$ cat config.mk
export PLATFORM = sky130hd
export DESIGN_NAME = barrel_distortion_inverse_map
export DESIGN_NICKNAME = d
export VERILOG_FILES = /design/src/rtl/core/bdim_pkg.sv /design/src/rtl/core/bdim_mul.sv /design/src/rtl/core/bdim_div.sv /design/src/rtl/core/bdim_dp.sv /design/src/rtl/core/bdim_ctrl.sv /design/src/rtl/core/barrel_distortion_inverse_map.sv
export SDC_FILE = /design/constraint.sdc
export NUM_CORES = 2
export LEC_CHECK = 0
export BUFFER_PORTS_ARGS = -buffer_cell sky130_fd_sc_hd__buf_2
export CORE_ASPECT_RATIO = 0.9
export CORE_UTILIZATION = 36
export CTS_BUF_LIST = sky130_fd_sc_hd__clkbuf_8 sky130_fd_sc_hd__clkbuf_16
export CTS_CLUSTER_SIZE = 40
export DETAILED_ROUTE_END_ITERATION = 8
export GPL_TIMING_DRIVEN = 1
export SLEW_MARGIN = 20
export SYNTH_ARGS = -nofsm -noshare
export SYNTH_HDL_FRONTEND = slang
export SYNTH_SLANG_ARGS = --single-unit
$ cat constraint.sdc
create_clock -name clk_i -period 19 [get_ports clk_i]
set_input_delay 0.95 -clock clk_i [delete_from_list [all_inputs] [get_ports clk_i]]
set_output_delay 0.95 -clock clk_i [all_outputs]
set_load 0.1 [all_outputs]
$ cat src/rtl/core/bdim_pkg.sv
// types, widths and constants of the barrel distortion inverse mapper
// no dependencies
package bdim_pkg;

  localparam int FRAC_BITS      = 20;
  localparam int ITER_LIMIT     = 10;
  localparam int BEND_FRAC      = 16;

  localparam int PT_W   = 13;
  localparam int CEN_W  = 11;
  localparam int BEND_W = 20;
  localparam int PIX_W  = 12;
  localparam int APB_AW = 4;

  // offset magnitude, estimate magnitude and derived widths
  localparam int OFF_W     = PT_W;
  localparam int MAG_W     = OFF_W + FRAC_BITS;
  localparam int N_W       = MAG_W + 1;
  localparam int DVD_W     = MAG_W + FRAC_BITS;
  localparam int R_W       = 2 * MAG_W - FRAC_BITS + 1;
  localparam int FAC_W     = BEND_W + R_W - BEND_FRAC + 1;
  localparam int MUL_W     = ((R_W + 7) / 8) * 8;
  localparam int MUL_STEPS = MUL_W / 8;
  localparam int ITER_W    = $clog2(ITER_LIMIT + 1);

  localparam longint EPS = ((64'd1 << FRAC_BITS) + 64'd50000) / 64'd100000;

  localparam logic [APB_AW-3:0] REG_CENTER_X = 2'd0;
  localparam logic [APB_AW-3:0] REG_CENTER_Y = 2'd1;
  localparam logic [APB_AW-3:0] REG_BEND     = 2'd2;

  typedef enum logic [1:0] {
    SEL_SQX,
    SEL_SQY,
    SEL_BEND
  } mul_sel_e;

  typedef struct packed {
    logic     load;
    logic     div_start;
    logic     div_norm;
    logic     mul_start;
    mul_sel_e mul_sel;
    logic     update;
    logic     push;
    logic     early;
  } dp_cmd_t;

  typedef struct packed {
    logic mul_done;
    logic div_done;
    logic converged;
    logic out_busy;
  } dp_status_t;

endpackage

$ cat src/rtl/core/bdim_mul.sv
// iterative multiplier, eight multiplier bits per cycle, msb first
// depends on bdim_pkg
module bdim_mul (
  input  logic                                clk_i,
  input  logic                                rst_ni,
  input  logic                                start_i,
  input  logic [bdim_pkg::MUL_W-1:0]          a_i,
  input  logic [bdim_pkg::MUL_W-1:0]          b_i,
  output logic [2*bdim_pkg::MUL_W-1:0]        prod_o,
  output logic                                done_o
);
  import bdim_pkg::*;

  localparam int CNT_W = $clog2(MUL_STEPS + 1);

  logic [MUL_W-1:0]   a_q, b_q;
  logic [2*MUL_W-1:0] acc_q;
  logic [CNT_W-1:0]   cnt_q;
  logic               done_q;
  logic [MUL_W+7:0]   pp;

  assign pp = a_q * b_q[MUL_W-1 -: 8];

  always_ff @(posedge clk_i or negedge rst_ni) begin
    if (!rst_ni) begin
      cnt_q  <= '0;
      done_q <= 1'b0;
    end else begin
      done_q <= 1'b0;
      if (start_i) begin
        cnt_q <= CNT_W'(MUL_STEPS);
      end else if (cnt_q != '0) begin
        cnt_q <= cnt_q - 1'b1;
        if (cnt_q == CNT_W'(1)) done_q <= 1'b1;
      end
    end
  end

  always_ff @(posedge clk_i) begin
    if (start_i) begin
      a_q   <= a_i;
      b_q   <= b_i;
      acc_q <= '0;
    end else if (cnt_q != '0) begin
      acc_q <= (acc_q << 8) + (2*MUL_W)'(pp);
      b_q   <= b_q << 8;
    end
  end

  assign prod_o = acc_q;
  assign done_o = done_q;

endmodule

$ cat src/rtl/core/bdim_div.sv
// restoring divider, one quotient bit per cycle
// depends on bdim_pkg; the quotient must fit in MAG_W bits
module bdim_div (
  input  logic                          clk_i,
  input  logic                          rst_ni,
  input  logic                          start_i,
  input  logic [bdim_pkg::DVD_W-1:0]    dividend_i,
  input  logic [bdim_pkg::FAC_W-1:0]    divisor_i,
  output logic [bdim_pkg::MAG_W-1:0]    quot_o,
  output logic                          done_o
);
  import bdim_pkg::*;

  localparam int CNT_W = $clog2(MAG_W + 1);

  logic [FAC_W-1:0] rem_q, div_q;
  logic [MAG_W-1:0] dq_q;
  logic [CNT_W-1:0] cnt_q;
  logic             done_q;
  logic [FAC_W:0]   trial, diff;
  logic             ge;

  assign trial = {rem_q, dq_q[MAG_W-1]};
  assign ge    = trial >= {1'b0, div_q};
  assign diff  = trial - {1'b0, div_q};

  always_ff @(posedge clk_i or negedge rst_ni) begin
    if (!rst_ni) begin
      cnt_q  <= '0;
      done_q <= 1'b0;
    end else begin
      done_q <= 1'b0;
      if (start_i) begin
        cnt_q <= CNT_W'(MAG_W);
      end else if (cnt_q != '0) begin
        cnt_q <= cnt_q - 1'b1;
        if (cnt_q == CNT_W'(1)) done_q <= 1'b1;
      end
    end
  end

  always_ff @(posedge clk_i) begin
    if (start_i) begin
      rem_q <= FAC_W'(dividend_i[DVD_W-1:MAG_W]);
      dq_q  <= dividend_i[MAG_W-1:0];
      div_q <= divisor_i;
    end else if (cnt_q != '0) begin
      rem_q <= ge ? diff[FAC_W-1:0] : trial[FAC_W-1:0];
      dq_q  <= {dq_q[MAG_W-2:0], ge};
    end
  end

  assign quot_o = dq_q;
  assign done_o = done_q;

endmodule

$ cat src/rtl/core/bdim_dp.sv
// datapath: offsets, estimates, shared multiplier, two dividers, output register
// depends on bdim_pkg, bdim_mul, bdim_div
module bdim_dp (
  input  logic                                clk_i,
  input  logic                                rst_ni,
  input  bdim_pkg::dp_cmd_t                   cmd_i,
  output bdim_pkg::dp_status_t                status_o,
  input  logic signed [bdim_pkg::PT_W-1:0]    point_x_i,
  input  logic signed [bdim_pkg::PT_W-1:0]    point_y_i,
  input  logic [bdim_pkg::CEN_W-1:0]          center_x_i,
  input  logic [bdim_pkg::CEN_W-1:0]          center_y_i,
  input  logic [bdim_pkg::BEND_W-1:0]         bend_i,
  input  logic                                out_ready_i,
  output logic                                out_valid_o,
  output logic [bdim_pkg::PIX_W-1:0]          mapped_x_o,
  output logic [bdim_pkg::PIX_W-1:0]          mapped_y_o,
  output logic                                early_o
);
  import bdim_pkg::*;

  localparam logic [FAC_W-1:0]      ONE_FAC = FAC_W'(1) << FRAC_BITS;
  localparam logic signed [N_W:0]   EPS_S   = (N_W+1)'(EPS);
  localparam logic signed [N_W:0]   ONE_S   = (N_W+1)'(1) << FRAC_BITS;
  localparam int                    V_W     = N_W + CEN_W + 2;

  function automatic logic signed [N_W-1:0] apply_sign(input logic neg,
                                                       input logic [MAG_W-1:0] mag);
    logic signed [N_W-1:0] v;
    v = $signed({1'b0, mag});
    return neg ? -v : v;
  endfunction

  function automatic logic [MAG_W-1:0] mag_of(input logic signed [N_W-1:0] v);
    logic [N_W-1:0] t;
    t = v[N_W-1] ? N_W'(0) - v : v;
    return t[MAG_W-1:0];
  endfunction

  function automatic logic close_enough(input logic signed [N_W-1:0] a,
                                        input logic signed [N_W-1:0] b);
    logic signed [N_W:0] d;
    d = $signed({a[N_W-1], a}) - $signed({b[N_W-1], b});
    return (d < EPS_S) && (d > -EPS_S);
  endfunction

  function automatic logic [PIX_W-1:0] to_pixel(input logic signed [N_W-1:0] n,
                                                input logic [CEN_W-1:0] c);
    logic signed [N_W:0]   s;
    logic signed [V_W-1:0] v;
    logic [V_W-FRAC_BITS-1:0] px, lim;
    s   = ONE_S + $signed({n[N_W-1], n});
    v   = $signed({1'b0, c}) * s;
    px  = v[V_W-1:FRAC_BITS];
    lim = (V_W-FRAC_BITS)'({c, 1'b0});
    if (v[V_W-1]) return '0;
    else if (px > lim) return PIX_W'(lim);
    else return px[PIX_W-1:0];
  endfunction

  // centre of zero acts as one
  logic [CEN_W-1:0] cx, cy;
  assign cx = (center_x_i == '0) ? CEN_W'(1) : center_x_i;
  assign cy = (center_y_i == '0) ? CEN_W'(1) : center_y_i;

  logic signed [OFF_W:0] offx, offy;
  logic [OFF_W:0]        offx_abs, offy_abs;
  assign offx     = $signed({point_x_i[PT_W-1], point_x_i})
                  - $signed({{(OFF_W+1-CEN_W){1'b0}}, cx});
  assign offy     = $signed({point_y_i[PT_W-1], point_y_i})
                  - $signed({{(OFF_W+1-CEN_W){1'b0}}, cy});
  assign offx_abs = offx[OFF_W] ? (OFF_W+1)'(0) - offx : offx;
  assign offy_abs = offy[OFF_W] ? (OFF_W+1)'(0) - offy : offy;

  logic [OFF_W-1:0]      offx_mag_q, offy_mag_q;
  logic                  offx_neg_q, offy_neg_q;
  logic [MAG_W-1:0]      dx_mag_q, dy_mag_q;
  logic                  dx_neg_q, dy_neg_q;
  logic signed [N_W-1:0] nx_q, ny_q, nxn_q, nyn_q;
  logic [R_W-1:0]        sqx_q, r_q;
  logic [FAC_W-1:0]      fac_q;
  mul_sel_e              mul_tag_q;
  logic                  div_norm_q;

  // shared multiplier
  logic [MUL_W-1:0]   mul_a, mul_b;
  logic [2*MUL_W-1:0] prod;
  logic               mul_done;
  logic [MAG_W-1:0]   ax, ay;

  assign ax = mag_of(nx_q);
  assign ay = mag_of(ny_q);

  always_comb begin
    case (cmd_i.mul_sel)
      SEL_SQX: begin
        mul_a = MUL_W'(ax);
        mul_b = MUL_W'(ax);
      end
      SEL_SQY: begin
        mul_a = MUL_W'(ay);
        mul_b = MUL_W'(ay);
      end
      SEL_BEND: begin
        mul_a = MUL_W'(r_q);
        mul_b = MUL_W'(bend_i);
      end
      default: begin
        mul_a = '0;
        mul_b = '0;
      end
    endcase
  end

  bdim_mul u_mul (
    .clk_i   (clk_i),
    .rst_ni  (rst_ni),
    .start_i (cmd_i.mul_start),
    .a_i     (mul_a),
    .b_i     (mul_b),
    .prod_o  (prod),
    .done_o  (mul_done)
  );

  // two dividers, one per axis, sharing start and length
  logic [DVD_W-1:0] dvd_x, dvd_y;
  logic [FAC_W-1:0] dvs_x, dvs_y;
  logic [MAG_W-1:0] qx, qy;
  logic             div_done, div_done_y;

  assign dvd_x = cmd_i.div_norm ? DVD_W'({offx_mag_q, {FRAC_BITS{1'b0}}})
                                : {dx_mag_q, {FRAC_BITS{1'b0}}};
  assign dvd_y = cmd_i.div_norm ? DVD_W'({offy_mag_q, {FRAC_BITS{1'b0}}})
                                : {dy_mag_q, {FRAC_BITS{1'b0}}};
  assign dvs_x = cmd_i.div_norm ? FAC_W'(cx) : fac_q;
  assign dvs_y = cmd_i.div_norm ? FAC_W'(cy) : fac_q;

  bdim_div u_div_x (
    .clk_i      (clk_i),
    .rst_ni     (rst_ni),
    .start_i    (cmd_i.div_start),
    .dividend_i (dvd_x),
    .divisor_i  (dvs_x),
    .quot_o     (qx),
    .done_o     (div_done)
  );

  bdim_div u_div_y (
    .clk_i      (clk_i),
    .rst_ni     (rst_ni),
    .start_i    (cmd_i.div_start),
    .dividend_i (dvd_y),
    .divisor_i  (dvs_y),
    .quot_o     (qy),
    .done_o     (div_done_y)
  );

  // tiny offsets are forced to epsilon, zero goes negative
  logic             tiny_x, tiny_y, dxn_neg, dyn_neg;
  logic [MAG_W-1:0] dxn_mag, dyn_mag;
  assign tiny_x  = qx < MAG_W'(EPS);
  assign tiny_y  = qy < MAG_W'(EPS);
  assign dxn_mag = tiny_x ? MAG_W'(EPS) : qx;
  assign dyn_mag = tiny_y ? MAG_W'(EPS) : qy;
  assign dxn_neg = tiny_x ? !(!offx_neg_q && (qx != '0)) : offx_neg_q;
  assign dyn_neg = tiny_y ? !(!offy_neg_q && (qy != '0)) : offy_neg_q;

  always_ff @(posedge clk_i) begin
    if (cmd_i.load) begin
      offx_mag_q <= offx_abs[OFF_W-1:0];
      offy_mag_q <= offy_abs[OFF_W-1:0];
      offx_neg_q <= offx[OFF_W];
      offy_neg_q <= offy[OFF_W];
    end
    if (cmd_i.mul_start) mul_tag_q <= cmd_i.mul_sel;
    if (cmd_i.div_start) div_norm_q <= cmd_i.div_norm;
    if (mul_done) begin
      case (mul_tag_q)
        SEL_SQX:  sqx_q <= prod[FRAC_BITS +: R_W];
        SEL_SQY:  r_q   <= sqx_q + prod[FRAC_BITS +: R_W];
        SEL_BEND: fac_q <= ONE_FAC + prod[BEND_FRAC +: FAC_W];
        default:  ;
      endcase
    end
    if (div_done && div_done_y) begin
      if (div_norm_q) begin
        dx_mag_q <= dxn_mag;
        dy_mag_q <= dyn_mag;
        dx_neg_q <= dxn_neg;
        dy_neg_q <= dyn_neg;
        nx_q     <= apply_sign(dxn_neg, dxn_mag);
        ny_q     <= apply_sign(dyn_neg, dyn_mag);
      end else begin
        nxn_q <= apply_sign(dx_neg_q, qx);
        nyn_q <= apply_sign(dy_neg_q, qy);
      end
    end
    if (cmd_i.update) begin
      nx_q <= nxn_q;
      ny_q <= nyn_q;
    end
  end

  // output register
  logic             out_valid_q, early_q;
  logic [PIX_W-1:0] mx_q, my_q;

  always_ff @(posedge clk_i or negedge rst_ni) begin
    if (!rst_ni) begin
      out_valid_q <= 1'b0;
    end else if (cmd_i.push) begin
      out_valid_q <= 1'b1;
    end else if (out_ready_i) begin
      out_valid_q <= 1'b0;
    end
  end

  always_ff @(posedge clk_i) begin
    if (cmd_i.push) begin
      mx_q    <= to_pixel(nx_q, cx);
      my_q    <= to_pixel(ny_q, cy);
      early_q <= cmd_i.early;
    end
  end

  assign status_o.mul_done  = mul_done;
  assign status_o.div_done  = div_done;
  assign status_o.converged = close_enough(nxn_q, nx_q) && close_enough(nyn_q, ny_q);
  assign status_o.out_busy  = out_valid_q && !out_ready_i;

  assign out_valid_o = out_valid_q;
  assign mapped_x_o  = mx_q;
  assign mapped_y_o  = my_q;
  assign early_o     = early_q;

endmodule

$ cat src/rtl/core/bdim_ctrl.sv
// controller: sequences normalization, iterations and result hand-off
// depends on bdim_pkg
module bdim_ctrl (
  input  logic                  clk_i,
  input  logic                  rst_ni,
  input  logic                  in_valid_i,
  output logic                  in_ready_o,
  input  bdim_pkg::dp_status_t  status_i,
  output bdim_pkg::dp_cmd_t     cmd_o
);
  import bdim_pkg::*;

  typedef enum logic [11:0] {
    S_IDLE  = 12'b0000_0000_0001,
    S_NGO   = 12'b0000_0000_0010,
    S_NWAIT = 12'b0000_0000_0100,
    S_SQGO  = 12'b0000_0000_1000,
    S_SQX   = 12'b0000_0001_0000,
    S_SQY   = 12'b0000_0010_0000,
    S_BGO   = 12'b0000_0100_0000,
    S_BEND  = 12'b0000_1000_0000,
    S_DGO   = 12'b0001_0000_0000,
    S_DIV   = 12'b0010_0000_0000,
    S_CHK   = 12'b0100_0000_0000,
    S_PIX   = 12'b1000_0000_0000
  } state_e;

  state_e            state_q, state_d;
  logic [ITER_W-1:0] iter_q, iter_d;
  logic              early_q, early_d;

  always_comb begin
    state_d = state_q;
    iter_d  = iter_q;
    early_d = early_q;
    cmd_o   = '0;
    cmd_o.mul_sel = SEL_SQX;
    cmd_o.early   = early_q;
    in_ready_o    = 1'b0;
    unique case (state_q)
      S_IDLE: begin
        in_ready_o = 1'b1;
        if (in_valid_i) begin
          cmd_o.load = 1'b1;
          iter_d     = '0;
          early_d    = 1'b0;
          state_d    = S_NGO;
        end
      end
      S_NGO: begin
        cmd_o.div_start = 1'b1;
        cmd_o.div_norm  = 1'b1;
        state_d         = S_NWAIT;
      end
      S_NWAIT: begin
        cmd_o.div_norm = 1'b1;
        if (status_i.div_done) state_d = S_SQGO;
      end
      S_SQGO: begin
        cmd_o.mul_start = 1'b1;
        cmd_o.mul_sel   = SEL_SQX;
        state_d         = S_SQX;
      end
      S_SQX: begin
        if (status_i.mul_done) begin
          cmd_o.mul_start = 1'b1;
          cmd_o.mul_sel   = SEL_SQY;
          state_d         = S_SQY;
        end
      end
      S_SQY: begin
        if (status_i.mul_done) state_d = S_BGO;
      end
      S_BGO: begin
        cmd_o.mul_start = 1'b1;
        cmd_o.mul_sel   = SEL_BEND;
        state_d         = S_BEND;
      end
      S_BEND: begin
        if (status_i.mul_done) state_d = S_DGO;
      end
      S_DGO: begin
        cmd_o.div_start = 1'b1;
        state_d         = S_DIV;
      end
      S_DIV: begin
        if (status_i.div_done) state_d = S_CHK;
      end
      S_CHK: begin
        if (status_i.converged) begin
          early_d = 1'b1;
          state_d = S_PIX;
        end else begin
          cmd_o.update = 1'b1;
          if (iter_q == ITER_W'(ITER_LIMIT - 1)) begin
            state_d = S_PIX;
          end else begin
            iter_d  = iter_q + 1'b1;
            state_d = S_SQGO;
          end
        end
      end
      S_PIX: begin
        if (!status_i.out_busy) begin
          cmd_o.push = 1'b1;
          state_d    = S_IDLE;
        end
      end
      default: state_d = S_IDLE;
    endcase
  end

  always_ff @(posedge clk_i or negedge rst_ni) begin
    if (!rst_ni) begin
      state_q <= S_IDLE;
      iter_q  <= '0;
      early_q <= 1'b0;
    end else begin
      state_q <= state_d;
      iter_q  <= iter_d;
      early_q <= early_d;
    end
  end

endmodule

$ cat src/rtl/core/barrel_distortion_inverse_map.sv
// each item runs a normalization division, then k iterations (1..10) of squares, bend
// factor and division, then the output hand-off; one item at a time
// a new item is taken only after the last result is pushed, later while a result waits to be taken;
// the dividers and the shared 8-bit-per-cycle multiplier set the iteration length
// reset: asynchronous active low, registers return to centre 640/360, bend 13107
// depends on bdim_pkg, bdim_ctrl, bdim_dp
module barrel_distortion_inverse_map (
  input  logic                           clk_i,
  input  logic                           rst_ni,
  // input stream
  input  logic                           s_axis_tvalid,
  output logic                           s_axis_tready,
  input  logic [31:0]                    s_axis_tdata,  // point_x[12:0], point_y[25:13]
  // output stream
  output logic                           m_axis_tvalid,
  input  logic                           m_axis_tready,
  output logic [23:0]                    m_axis_tdata,  // mapped_x[11:0], mapped_y[23:12]
  output logic                           m_axis_tuser,  // converged_early
  // configuration
  input  logic                           psel,
  input  logic                           penable,
  input  logic                           pwrite,
  input  logic [bdim_pkg::APB_AW-1:0]    paddr,
  input  logic [31:0]                    pwdata,
  output logic [31:0]                    prdata,
  output logic                           pready
);
  import bdim_pkg::*;

  // configuration registers
  logic [CEN_W-1:0]  center_x_q, center_y_q;
  logic [BEND_W-1:0] bend_q;
  logic [APB_AW-3:0] reg_idx;
  logic              cfg_wr;

  assign pready  = 1'b1;
  assign reg_idx = paddr[APB_AW-1:2];
  assign cfg_wr  = psel && penable && pwrite && pready;

  always_ff @(posedge clk_i or negedge rst_ni) begin
    if (!rst_ni) begin
      center_x_q <= CEN_W'(640);
      center_y_q <= CEN_W'(360);
      bend_q     <= BEND_W'(13107);
    end else if (cfg_wr) begin
      unique case (reg_idx)
        REG_CENTER_X: center_x_q <= pwdata[CEN_W-1:0];
        REG_CENTER_Y: center_y_q <= pwdata[CEN_W-1:0];
        REG_BEND:     bend_q     <= pwdata[BEND_W-1:0];
        default:      ;  // writes beyond the register list are dropped
      endcase
    end
  end

  always_comb begin
    unique case (reg_idx)
      REG_CENTER_X: prdata = 32'(center_x_q);
      REG_CENTER_Y: prdata = 32'(center_y_q);
      REG_BEND:     prdata = 32'(bend_q);
      default:      prdata = '0;
    endcase
  end

  // control and datapath
  dp_cmd_t    cmd;
  dp_status_t status;

  bdim_ctrl u_ctrl (
    .clk_i      (clk_i),
    .rst_ni     (rst_ni),
    .in_valid_i (s_axis_tvalid),
    .in_ready_o (s_axis_tready),
    .status_i   (status),
    .cmd_o      (cmd)
  );

  bdim_dp u_dp (
    .clk_i       (clk_i),
    .rst_ni      (rst_ni),
    .cmd_i       (cmd),
    .status_o    (status),
    .point_x_i   (s_axis_tdata[PT_W-1:0]),
    .point_y_i   (s_axis_tdata[2*PT_W-1:PT_W]),
    .center_x_i  (center_x_q),
    .center_y_i  (center_y_q),
    .bend_i      (bend_q),
    .out_ready_i (m_axis_tready),
    .out_valid_o (m_axis_tvalid),
    .mapped_x_o  (m_axis_tdata[PIX_W-1:0]),
    .mapped_y_o  (m_axis_tdata[2*PIX_W-1:PIX_W]),
    .early_o     (m_axis_tuser)
  );

endmodule

==> reports/metrics.csv <==
stage,metric,value,unit
outcome,status,completed,
timing,setup_tns,0,ps
drt,met3_length,19300,µm
timing,hold_viol,0,
yosys,synth_top_area_share,22.5,%
yosys,synth_compound_area_share,11.8,%
finish,fin_cells,13000,
critical_path,path_max_fanout,38,
critical_path,reg2regPathDepth,35,
finish,area_growth,7.56,%
timing,fin_skew,61.8,ps
yosys,yosys_register_bits,880,
critical_path,r2r-start,center_x_q[2],
critical_path,crit_slowest_cell,a41o_1,
yosys,synth_edf_count,670,
place,place_ws,9010,ps
floorplan,die_h,475,µm
yosys,yosysSeqAreaShare,27.6,%
yosys,synth_top_family_by_area,adder cells,
clocking,cts-htree-levels,3,
timing,relSlewSlack,23.2,%
finish,drive_gt1_share,5.14,%
yosys,synth_xor_area_share,5.46,%
yosys,synth_area,89500,µm²
finish,fin_util,39.0,%
yosys,yosys_warnings,0,
drt,postRouteWirelength,264000,µm
yosys,synth_ff_type,edfxtp_1,
yosys,synth_largest_area_cell,edfxtp_1,
drt,drcViolationCount,0,
critical_path,critical_path_required,19550,ps
drt,topRoutingLayerUsed,met5,
clocking,cts_resized,0,
timing,setup-violations-final,0,
place,place_congestion,1.01,
timing,drv_slew,0,
yosys,synth-simple-area-share,16.1,%
yosys,avgSynthCellArea,9.16,µm²
global_route,first_global_vias,69600,
yosys,ys_top_cells_by_count,"inv_1, nand2_1, fa_1",
yosys,synthMuxAreaShare,1.26,%
clocking,worstSkewPairLatency,760,ps
yosys,synth_fa_ha_area_share,29.9,%
floorplan,start_util,36.3,%
clocking,numCtsBuffers,96,
critical_path,arrival,10670,ps
place,place_hpwl,202000,µm
drt,ant_nets,0,
drt,first_pass_iters,9,
drt,wl_met2,118000,µm
clocking,cts_sinks,880,
job,maxCapViolations,0,
floorplan,ioPinCount,135,
drt,via_count,68900,
timing,tightest_slew,1150,ps
yosys,async_flop_share,8.86,%
timing,fin_ws,8880,ps
yosys,synth_cell_types,104,
critical_path,critPathMaxStageDelay,780,ps
drt,dr.first_iter.drc_count,5686,
global_route,grt_overflow,0,
place,dp.cells,12800,
finish,nets,11200,
floorplan,die_w,528,µm
place,io_buffers,101,
floorplan,die-area,251000,µm²
critical_path,start_kind,register,
critical_path,crit_start,center_x_q[2],
clocking,root_buffer,clkbuf_16,
clocking,cts_tree,built,
critical_path,cp-end-kind,register,
floorplan,fp-row-count,173,
floorplan,core_area,247000,µm²
critical_path,regToRegSetupSlack,8880,ps
worst_hold_path,hp-class,in -> async,
clocking,clkTransAtPathRegs,80,ps
global_route,grt_usage,21.1,%
critical_path,critPathKind,reg -> reg,
drt,detail_route.wl_per_cell,20.4,µm
drt,routed_via_density,5.32,
clocking,clk_path_buf_depth,3,
clocking,cts_setup_buffers,0,
timing,finalCritPeriodShare,53.3,%
drt,met1Wirelength,117000,µm
critical_path,r2r_end,u_dp.mapped_x_o[1],
global_route,grt_antenna_before_repair,10,
timing,rsz0062_at_grt,false,
yosys,synth_area_leaders,"edfxtp_1, fa_1, ha_1",
timing,clock.fmax,98.8,MHz
timing,period_needed,10120,ps
yosys,synth.most_common_cell,inv_1,
clocking,holdBufCountCts,0,
global_route,grt_pass1_wl,411000,µm
yosys,syn_inst,9773,
global_route,grt_max_degree,104,
sequential cells by signal (all words and copies together), names as in the netlist, 20 cells and up:
register	cells
u_dp.u_mul.prod_o	68
u_dp.fac_q	52
u_dp.u_div_x.div_q	52
u_dp.u_div_x.rem_q	52
u_dp.u_div_y.rem_q	52
u_dp.u_mul.b_q	48
u_dp.r_q	47
u_dp.sqx_q	47
u_dp.u_mul.a_q	47
u_dp.nx_q	34
u_dp.nxn_q	34
u_dp.ny_q	34
u_dp.nyn_q	34
u_dp.dx_mag_q	33
u_dp.dy_mag_q	33
u_dp.u_div_x.quot_o	33
u_dp.u_div_y.quot_o	33
bend_q	20
per-layer routing:
metal  track usage, %  vias to the layer above
met5            0.495                        -
met4             7.31                        8
met3             3.64                      356
met2             33.6                     2415
met1             28.8                    34500
li1                 -                    31600
critical path: cells and delay by family (launching register included):
kind / cells / cell delay, ps
AOI/OAI and AO/OA: 14 / 3400
buffers and inverters: 6 / 1430
and+or+nand+nor: 8 / 1760
DFF: 1 / 360
adders and majority gates: 6 / 2570
xor gates and xnor gates: 1 / 400
cell usage in the layout, fill, tap and decap left out, types with 68 or more instances in the layout:
cell       instances
xnor2_1          409
inv_1           1295
and2_1           337
mux2i_1           76
xor2_1           144
ha_1             561
buf_4             90
nand2_1         1208
a21o_1           238
o21ai_0          359
edfxtp_1         670
nor3_1           126
nand3_1          135
a211oi_1          72
clkbuf_16         96
dfxtp_1          132
nand2b_1          68
nor2_1           803
nand4_1           75
and3_1            97
a21oi_1          560
fa_1             985
buf_2            100
area by class of cell:
cell class | count | area [µm²]
sequential | 880 | 24700
clock buffer | 98 | 2430
fill | 24400 | 151000
timing repair buffer | 191 | 1200
inverter | 1318 | 4950
antenna | 4 | 10.0
clock inverter | 83 | 857
tap | 3325 | 4160
multi-input combinational | 7052 | 58000
worst max path at each step:
stage	slack (ps)	endpoint	cells after the start
4_1_cts	8970	u_dp.mapped_x_o[8]	35
3_5_place_dp	9010	u_dp.mapped_x_o[8]	35
2_1_floorplan	10850	u_dp.mapped_y_o[10]	36
6_report	8880	u_dp.mapped_x_o[1]	35
5_1_grt	8390	u_dp.mapped_x_o[10]	35
3_3_place_gp	9160	u_dp.mapped_x_o[3]	33
through the flow:
step / area [µm²] / hold WS [ps]
final: 96300 / 123
after global routing: 96300 / 85.5
after CTS: 96200 / 57.7
after detailed placement: 92900 / 446
after global placement: 92900 / 441
after floorplan: 89600 / 426
cells by family (layout without fill, tap and decap cells):
logic type      count (synthesis)  in the layout
mux                           109            109
other cells                     2             17
fa+ha+maj                    1546           1546
compound gates               1695           1695
xor+xnor                      558            558
simple gates                 3131           3131
buf+inv                      1852           1690
flops                         880            880
Power is left out: the tool's default activity adds up to more than one toggle a clock period on the data nets, which glitch-free logic cannot reach.
